## src/design/bpa_pkg.sv

```systemverilog
// Shared widths, operation codes and types for the buffer pool allocator.
package bpa_pkg;

	localparam int SLOT_W  = 4;
	localparam int FREE_W  = 5;
	localparam int TOTAL_W = 32;
	localparam int LEVEL_W = 16;
	localparam int TIME_W  = 32;
	// Widest slot index and busy count over the supported pool sizes (up to 64 slots).
	localparam int IDX_MAX_W = 6;
	localparam int CNT_MAX_W = 7;

	localparam logic OP_ALLOC   = 1'b0;
	localparam logic OP_RELEASE = 1'b1;

	localparam logic [LEVEL_W-1:0] LIMIT_RESET = 16'd10;
	localparam logic [LEVEL_W-1:0] LEVEL_MAX   = 16'hFFFF;

	typedef struct packed {
		logic                 found;
		logic [IDX_MAX_W-1:0] idx;
	} free_slot_t;

endpackage

```

## src/design/bpa_free_enc.sv

```systemverilog
// Priority encoder that finds the lowest free slot in the busy bitmap.
module bpa_free_enc #(
	parameter int SLOT_COUNT = 16
) (
	input  logic [SLOT_COUNT-1:0] busy_map,
	output bpa_pkg::free_slot_t   free_slot
);
	import bpa_pkg::*;

	// Scan from the top down so the lowest free slot is the last one to win.
	always_comb begin
		free_slot.found = 1'b0;
		free_slot.idx   = '0;
		for (int i = SLOT_COUNT - 1; i >= 0; i--) begin
			if (!busy_map[i]) begin
				free_slot.found = 1'b1;
				free_slot.idx   = IDX_MAX_W'(i);
			end
		end
	end

endmodule

```

## src/design/buffer_pool_allocator.sv

```systemverilog
// Path: a command is taken into the command register, and the result strobe, with its
// result, comes straight from the result register that follows it.
// Throughput: one command per cycle; busy never rises and the receiver cannot stall.
// The free-slot search is one priority encoder over the bitmap in the step after
// the command register. Reset clears the bitmap, all counters, the sticky flags
// and the last failure time, and loads the congestion limit with 10.
module buffer_pool_allocator #(
	parameter int SLOT_COUNT = 16
) (
	input  logic                          clk,
	input  logic                          arst_n,
	input  logic                          start,
	output logic                          busy,
	input  logic                          operation,
	input  logic [bpa_pkg::SLOT_W-1:0]    slot,
	input  logic [bpa_pkg::TIME_W-1:0]    time_ms,
	input  logic                          cfg_valid,
	output logic                          cfg_ready,
	input  logic [bpa_pkg::LEVEL_W-1:0]   cfg_data,
	output logic                          done,
	output logic                          granted,
	output logic [bpa_pkg::SLOT_W-1:0]    slot_index,
	output logic                          released,
	output logic [bpa_pkg::FREE_W-1:0]    free_slots,
	output logic [bpa_pkg::TOTAL_W-1:0]   alloc_total,
	output logic [bpa_pkg::TOTAL_W-1:0]   release_total,
	output logic [bpa_pkg::TOTAL_W-1:0]   fail_total,
	output logic                          congested,
	output logic [bpa_pkg::LEVEL_W-1:0]   congestion_level,
	output logic                          severe,
	output logic [bpa_pkg::TIME_W-1:0]    last_fail_ms
);
	import bpa_pkg::*;

	localparam int CNT_W = $clog2(SLOT_COUNT + 1);
	localparam int IDX_W = $clog2(SLOT_COUNT);
	localparam int HALF  = SLOT_COUNT / 2;

	// Command register
	logic              valid_s1;
	logic              op_s1;
	logic [SLOT_W-1:0] slot_s1;
	logic [TIME_W-1:0] time_s1;

	// Pool state
	logic [SLOT_COUNT-1:0] busy_map_q;
	logic [CNT_W-1:0]      busy_cnt_q;
	logic [TOTAL_W-1:0]    alloc_cnt_q;
	logic [TOTAL_W-1:0]    release_cnt_q;
	logic [TOTAL_W-1:0]    fail_cnt_q;
	logic [LEVEL_W-1:0]    level_q;
	logic                  congested_q;
	logic                  severe_q;
	logic [TIME_W-1:0]     fail_stamp_q;
	logic [LEVEL_W-1:0]    limit_q;

	// Result register
	logic              done_q;
	logic              granted_q;
	logic [SLOT_W-1:0] slot_index_q;
	logic              released_q;

	free_slot_t        free_slot;
	logic              rel_hit;
	logic [SLOT_COUNT-1:0] rel_mask;
	logic              do_alloc;
	logic              do_fail;
	logic              do_release;
	logic [LEVEL_W-1:0] level_inc;
	logic [CNT_W-1:0]  busy_after_rel;
	logic [CNT_MAX_W-1:0] free_wide;

	bpa_free_enc #(
		.SLOT_COUNT(SLOT_COUNT)
	) u_free_enc (
		.busy_map (busy_map_q),
		.free_slot(free_slot)
	);

	always_comb begin
		rel_mask = '0;
		for (int i = 0; i < SLOT_COUNT; i++) begin
			rel_mask[i] = (32'(slot_s1) == i);
		end
	end

	// A release of a free slot, or of one beyond the pool, matches nothing.
	assign rel_hit        = |(rel_mask & busy_map_q);
	assign do_alloc       = valid_s1 && (op_s1 == OP_ALLOC) && free_slot.found;
	assign do_fail        = valid_s1 && (op_s1 == OP_ALLOC) && !free_slot.found;
	assign do_release     = valid_s1 && (op_s1 == OP_RELEASE) && rel_hit;
	assign level_inc      = (level_q == LEVEL_MAX) ? level_q : level_q + 1'b1;
	assign busy_after_rel = busy_cnt_q - 1'b1;

	always_ff @(posedge clk or negedge arst_n) begin
		if (!arst_n) begin
			valid_s1 <= 1'b0;
		end else begin
			valid_s1 <= start;
		end
	end

	always_ff @(posedge clk) begin
		op_s1   <= operation;
		slot_s1 <= slot;
		time_s1 <= time_ms;
	end

	always_ff @(posedge clk or negedge arst_n) begin
		if (!arst_n) begin
			busy_map_q    <= '0;
			busy_cnt_q    <= '0;
			alloc_cnt_q   <= '0;
			release_cnt_q <= '0;
			fail_cnt_q    <= '0;
			level_q       <= '0;
			congested_q   <= 1'b0;
			severe_q      <= 1'b0;
			fail_stamp_q  <= '0;
			limit_q       <= LIMIT_RESET;
		end else begin
			if (cfg_valid) begin
				limit_q <= cfg_data;
			end
			if (do_alloc) begin
				busy_map_q[free_slot.idx[IDX_W-1:0]] <= 1'b1;
				busy_cnt_q  <= busy_cnt_q + 1'b1;
				alloc_cnt_q <= alloc_cnt_q + 1'b1;
			end
			if (do_fail) begin
				fail_cnt_q   <= fail_cnt_q + 1'b1;
				congested_q  <= 1'b1;
				level_q      <= level_inc;
				fail_stamp_q <= time_s1;
				if (level_inc >= limit_q) begin
					severe_q <= 1'b1;
				end
			end
			if (do_release) begin
				busy_map_q    <= busy_map_q & ~rel_mask;
				busy_cnt_q    <= busy_after_rel;
				release_cnt_q <= release_cnt_q + 1'b1;
				if (busy_after_rel < CNT_W'(HALF)) begin
					level_q <= '0;
				end
			end
		end
	end

	always_ff @(posedge clk or negedge arst_n) begin
		if (!arst_n) begin
			done_q <= 1'b0;
		end else begin
			done_q <= valid_s1;
		end
	end

	always_ff @(posedge clk) begin
		granted_q    <= do_alloc;
		slot_index_q <= do_alloc ? free_slot.idx[SLOT_W-1:0] : '0;
		released_q   <= do_release;
	end

	// The state registers change at the same edge as the strobe, so during the
	// strobe cycle they hold exactly the state after that beat.
	assign free_wide = CNT_MAX_W'(SLOT_COUNT) - CNT_MAX_W'(busy_cnt_q);

	assign busy             = 1'b0;
	assign cfg_ready        = 1'b1;
	assign done             = done_q;
	assign granted          = granted_q;
	assign slot_index       = slot_index_q;
	assign released         = released_q;
	assign free_slots       = free_wide[FREE_W-1:0];
	assign alloc_total      = alloc_cnt_q;
	assign release_total    = release_cnt_q;
	assign fail_total       = fail_cnt_q;
	assign congested        = congested_q;
	assign congestion_level = level_q;
	assign severe           = severe_q;
	assign last_fail_ms     = fail_stamp_q;

endmodule

```

## config.mk

```make
export PLATFORM = sky130hd
export DESIGN_NAME = buffer_pool_allocator
export DESIGN_NICKNAME = d
export VERILOG_FILES = /design/src/design/bpa_pkg.sv /design/src/design/bpa_free_enc.sv /design/src/design/buffer_pool_allocator.sv
export SDC_FILE = /design/constraint.sdc
export NUM_CORES = 1
export LEC_CHECK = 0
export BUFFER_PORTS_ARGS = -buffer_cell sky130_fd_sc_hd__buf_4
export CAP_MARGIN = 25
export CORE_MARGIN = 2
export CORE_UTILIZATION = 57
export CTS_BUF_LIST = sky130_fd_sc_hd__clkbuf_4
export DETAILED_ROUTE_END_ITERATION = 8
export HOLD_SLACK_MARGIN = 0.05
export PLACE_DENSITY = 0.83
export SETUP_SLACK_MARGIN = 0.5
export SYNTH_ARGS = -nofsm -noshare
export SYNTH_HDL_FRONTEND = slang
export SYNTH_SLANG_ARGS = --single-unit
export TNS_END_PERCENT = 20
```

## constraint.sdc

```tcl
create_clock -name clk -period 3.93 [get_ports clk]
set_input_delay 0.5895 -clock clk [delete_from_list [all_inputs] [get_ports clk]]
set_output_delay 0.5895 -clock clk [all_outputs]
set_load 0.01 [all_outputs]
```

# Word-level counts from Yosys, hierarchy flattened
# Cells that the tools add are included.
# word_totals
inputBits	57
register_bits	228
elab_cells	87
# op_classes
order_cmp	4
n_mux	26
n_reduce_logical	11
n_addsub	7
bitwise_logic	5
eq_ne	16
# op_table
cell	n
$mux W7	16
$add A32 B1 Y32 const B	3
$mux W16	6
$and A16 B16 Y16	2
$eq A4 B4 Y1 const B	8
$add A16 B1 Y16 const B	1
$eq A16 B16 Y1 const B	1
$eq A4 B3 Y1 const B	4
$ge A16 B16 Y1	1
$not A16 Y16	1
$or A16 B16 Y16	1
$reduce_or A16 Y1	1
$mux W5	2
$eq A4 B2 Y1 const B	2
$logic_and A1 B1 Y1	6
$add A5 B1 Y5 const B	1
$lt A4 B5 Y1 const B	1
$lt A5 B4 Y1 const B	1
$sub A5 B1 Y5 const B	1
$sub A5 B5 Y5 const A	1
$demux W1 S4	1
$eq A4 B1 Y1 const B	1
$ge A4 B1 Y1 const B	1
$logic_not A4 Y1	1
5 further kinds	5

# Logic depth before layout (Yosys ltp)
# logic_depth
ltp_word	23
mapped_depth	14

# Cells and area by module
# Synthesis repeated with hierarchy kept, for this count alone.
# unflattened
cells_unflattened	964
area_unflattened_um2	9925.8
# by_module_without_submodules
mod	area_each_um2	cells_per_inst	instances
buffer_pool_allocator	9743.1	930	1
bpa_free_enc	182.7	34	1

# Worst setup path before layout
# No wires, ideal clock.
# synth_timing
kind	register to register
from	register level_q[4], in the netlist congestion_level[4]
to	register severe_q, in the netlist severe
path_slack_ns	0.992
required_time_ns	3.797
path_stages_with_launch	14
t_arrival_ns	2.805
setup_ns	0.133
path_cell_list	dfrtp_1 -> clkbuf_1 -> and4_1 -> nand4_1 -> o31a_1 -> clkbuf_1 -> nand3_1 -> xnor2_1 -> ha_1 -> a2111o_1 -> a31oi_1 -> o21ai_0 -> a21oi_1 -> o21bai_1
# synth_between
elab_chain_len	4
elab_cells_between_ends	5
# synth_rtl
item	line	text
start, declared	buffer_pool_allocator.sv:51	logic [LEVEL_W-1:0] level_q;
start signal, assigned	buffer_pool_allocator.sv:133	level_q <= level_inc;
$add A16 B1 Y16 or $eq A16 B16 Y1 (tied branches)	buffer_pool_allocator.sv:92	assign level_inc = (level_q == LEVEL_MAX) ? level_q : level_q + 1'b1;
$mux W16 *	buffer_pool_allocator.sv:92	
$ge A16 B16 Y1 *	buffer_pool_allocator.sv:135	if (level_inc >= limit_q) begin
$reduce_and A2 Y1 (no line) *	n/a	
end signal, assigned	buffer_pool_allocator.sv:118	severe_q <= 1'b0;
end signal, assigned	buffer_pool_allocator.sv:136	severe_q <= 1'b1;
end, declared	buffer_pool_allocator.sv:53	logic severe_q;
# Mark *: on every way between the ends. The rest lies on a longest branch, timed or not.
# A chain may end at the register's enable or synchronous reset.

# Final worst setup path
# Ends and elaborated chain as after synthesis.

==> flow_summary.rst <==
.. list-table::
   :header-rows: 1

   * - Metric
     - Value
   * - Total negative setup slack
     - 0 ns
   * - Weighted congestion at the end of routability-driven global placement
     - 0.926
   * - Number of antenna violations at the first check in global routing
     - 1
   * - Number of port buffers
     - 214
   * - Setup Fix Bufs, Post-CTS
     - 0
   * - IO Pins
     - 217
   * - Unrepaired setup endpoints after global routing
     - false
   * - Critical Path, Cell by Cell
     - and4_1 > nand4_1 > o31a_1 > nand3_1 > xnor2_1 > ha_1 > a2111o_1 > a31oi_1 > o21ai_0 > a21oi_1 > o21bai_1
   * - Number of max-cap violations
     - 0
   * - Die width
     - 137 um
   * - Leakage
     - 6.65 nW
   * - Setup slack, reg-to-reg
     - 0.84 ns
   * - Post-synthesis cell area
     - 10100 um^2
   * - Global route overflow
     - 0
   * - Maximum count of clock buffers along a single path
     - 3
   * - CTS hold repair buffers
     - 39
   * - Skew-Pair Late Insertion Delay
     - 0.67 ns
   * - Master of the slowest instance on the critical path
     - dfrtp_1
   * - Count of unique library cells instantiated by Yosys
     - 65
   * - Detail-routed via count per cell
     - 5.47
   * - Vias in the first global route
     - 8408
   * - Total power of the final layout
     - 5.82 mW
   * - Setup Skew
     - 0.0518 ns
   * - PD cells
     - 445 nW/um^2
   * - Clock tree from TritonCTS
     - yes
   * - Delay contributed by the slowest stage of the critical path
     - 0.50 ns
   * - Category of the most critical setup path
     - reg2reg
   * - Fraction of the yosys area taken by sequential cells
     - 54.3%
   * - Number of sinks on the clock net
     - 228
   * - Endpoints failing setup
     - 0
   * - Starting Density
     - 58.3%
   * - Routed wl met3
     - 1.86 mm
   * - Largest net degree at the start of global routing
     - 90
   * - Total of warnings raised by yosys
     - 0
   * - Length of routed met2 wiring
     - 12.5 mm
   * - Count of instances resized after the clock tree is built
     - 0
   * - Global routing usage summed across all routing layers
     - 27.3%
   * - Detailed-router iteration count before antenna repair
     - 5
   * - Area of the die
     - 18800 um^2
   * - Synthesis-to-layout area growth
     - 29.2%
   * - Required time worst endpoint
     - 4.42 ns
   * - Number of enable-type register cells in the synthesized netlist
     - 0
   * - Layout fillers
     - 1151
   * - Final Critical Period
     - 3.09 ns
   * - Core ar.
     - 17400 um^2
   * - Highest fanout seen on the critical path
     - 8
   * - Highest metal layer with signal wires
     - met4
   * - Worst slew margin relative to its limit
     - 39.6%
   * - Count of antenna-violating nets left after detailed routing
     - 0
   * - Cell type contributing the most total cell area after synthesis
     - dfrtp_1
   * - Final #Nets
     - 1357
   * - Clock input transition at the sequential cells of the worst setup and hold paths
     - 0.07 ns
   * - IR Drop Worst-Case VDD
     - 0.364 mV
   * - Mapped Avg Cell Area
     - 10.2 um^2
   * - Placement row count
     - 48
   * - Total of flip-flops plus latches after synthesis
     - 228
   * - Capturing element type of the critical path
     - flop
   * - Instance count of the mapped netlist
     - 997
   * - Final max-slew violation count
     - 0
   * - Commonest register cell after synthesis
     - dfrtp_1
   * - Via count
     - 8494
   * - First-pass GRT wire length
     - 41.0 mm
   * - Remaining design rule violation count
     - 0
   * - Detailed router's first-iteration violation count
     - 408
   * - Fraction of synthesis flops using an asynchronous set or reset pin
     - 81.1%
   * - Inserted Clock Buffers
     - 57
   * - Htree depth
     - 2
   * - Detailed-route wire length per cell
     - 16.5 um
   * - Cell types occupying the most area after synthesis
     - dfrtp_1 45%, dfxtp_1 8.5%, nand2_1 7.2%
   * - Fin Hold WS
     - 0.169 ns
   * - WL met1
     - 10.6 mm
   * - Post-synth net total
     - 1076
   * - Ratio of final minimum period to clock period
     - 78.5%
   * - Total wirelength of the detailed-routed design
     - 25.7 mm
   * - Worst hold path class
     - in2reg
   * - Fraction of final layout cells with drive strength greater than 1
     - 26.2%
   * - Clock root cell
     - clkbuf_4
   * - Final Hold Fails
     - 0
   * - Result of the run
     - complete, no violations
   * - Transition time at the pin with the least slew margin
     - 0.903 ns
   * - Maximum operating frequency
     - 324 MHz
   * - Crit path launch type
     - flop
   * - Vertical die dimension
     - 137 um
   * - Detailed placement HPWL
     - 17.0 mm
   * - Worst EP arrival
     - 3.57 ns
   * - Portion of synthesized cell area occupied by the leading cell type
     - 45.2%
-- cell families after synthesis --
logic type | after synthesis | share of synthesized area [%]
other cells | 2 | 0.0742
flops | 228 | 54.3
simple gates | 439 | 21.9
mux | 10 | 1.06
xor+xnor | 120 | 10.4
buf+inv | 72 | 3.08
compound gates | 104 | 6.49
fa+ha+maj | 22 | 2.72
-- flip-flops by register name, summed over array words and instances, names as in the netlist, 4 cells and up --
name	flops
slot_s1	4
busy_cnt_q	5
alloc_total	32
fail_total	32
limit_q	16
congestion_level	16
time_s1	32
busy_map_q	16
slot_index	4
release_total	32
last_fail_ms	32
-- layout by cell type (no fill, tap or decap), types with 22 or more instances in the layout --
master           n
buf_4          218
clkbuf_4        91
dfrtp_1        183
dfxtp_1         43
dlygate4sd3_1   39
ha_1            22
inv_1           34
nand2_1        194
nand3_1         41
nand4_1         31
nor2_1          46
nor3_1          23
o21ai_0         38
xnor2_1         67
xor2_1          53
-- cell type report --
| cell class | count | area, um^2 | area share [%] |
|---|---|---|---|
| diodes | 1 | 2.50 | 0.0191 |
| clock buffers | 91 | 683 | 5.22 |
| clock inverters | 17 | 106 | 0.813 |
| inverters | 35 | 131 | 1.00 |
| multi-input cells | 697 | 4320 | 33.0 |
| flip-flops and latches | 228 | 5490 | 42.0 |
| well taps | 225 | 282 | 2.15 |
| repair buffers | 259 | 2060 | 15.8 |
-- per-layer routing --
metal  up-vias  global-route usage [%]
li1       4011                       -
met1      4089                    35.2
met2       331                    44.3
met3        63                    7.32
met4         0                    10.1
met5         -                       0
-- worst max-delay path: cells and delay by family, from the launching register on --
family | cells | cell delay, ns
flops | 1 | 0.50
fa+ha+maj | 1 | 0.28
compound gates | 6 | 1.28
xor+xnor | 1 | 0.14
simple gates | 3 | 0.70
-- path summary, 6_finish.rpt --
check / startpoint / endpoint / cells after the start
worst max-delay path: congestion_level[4] / severe / 11
worst min-delay path: cfg_data[14] / limit_q[14] / 3
worst max register to register: congestion_level[4] / severe / 11
worst min register to register: time_s1[5] / last_fail_ms[5] / 2
max in group asynchronous: arst_n / congestion_level[9] / 3
min in group asynchronous: arst_n / release_total[17] / 2
-- where the power goes --
group | switching, mW | leakage, nW | internal (mW)
combinational | 0.549 | 3.33 | 0.435
sequential | 0.232 | 2.86 | 2.51
clock | 0.976 | 0.467 | 1.12
total | 1.76 | 6.65 | 4.07
-- synth_stat cells (all sizes together) (3+ instances only) --
library cell / instances
a21oi: 19
o31ai: 8
a211oi: 3
and4: 12
or3b: 3
ha: 22
nand3b: 3
clkbuf: 19
nand2b: 12
or2: 3
or4: 4
nand3: 42
xnor2: 67
o21ai: 39
buf: 18
nand4: 33
o41ai: 7
and3: 21
or3: 6
nand2: 195
mux2i: 4
inv: 34
mux2: 6
dfrtp: 183
dfxtp: 43
nor3b: 3
a31o: 3
and2: 6
a21o: 7
nor2: 46
a31oi: 4
nor4: 18
xor2: 53
nor3: 27
-- per-stage QoR --
stage	instances	area [um^2]	utilization (%)	setup WS, ns
3_5_place_dp	1405	11900	68.6	0.944
3_3_place_gp	1405	11900	68.6	1.04
5_1_grt	1553	13100	75.4	0.628
2_1_floorplan	997	10100	-	0.992
6_report	1553	13100	75.4	0.845
4_1_cts	1552	13100	75.4	0.876
Note: power is estimated with default switching activity, not from simulation.
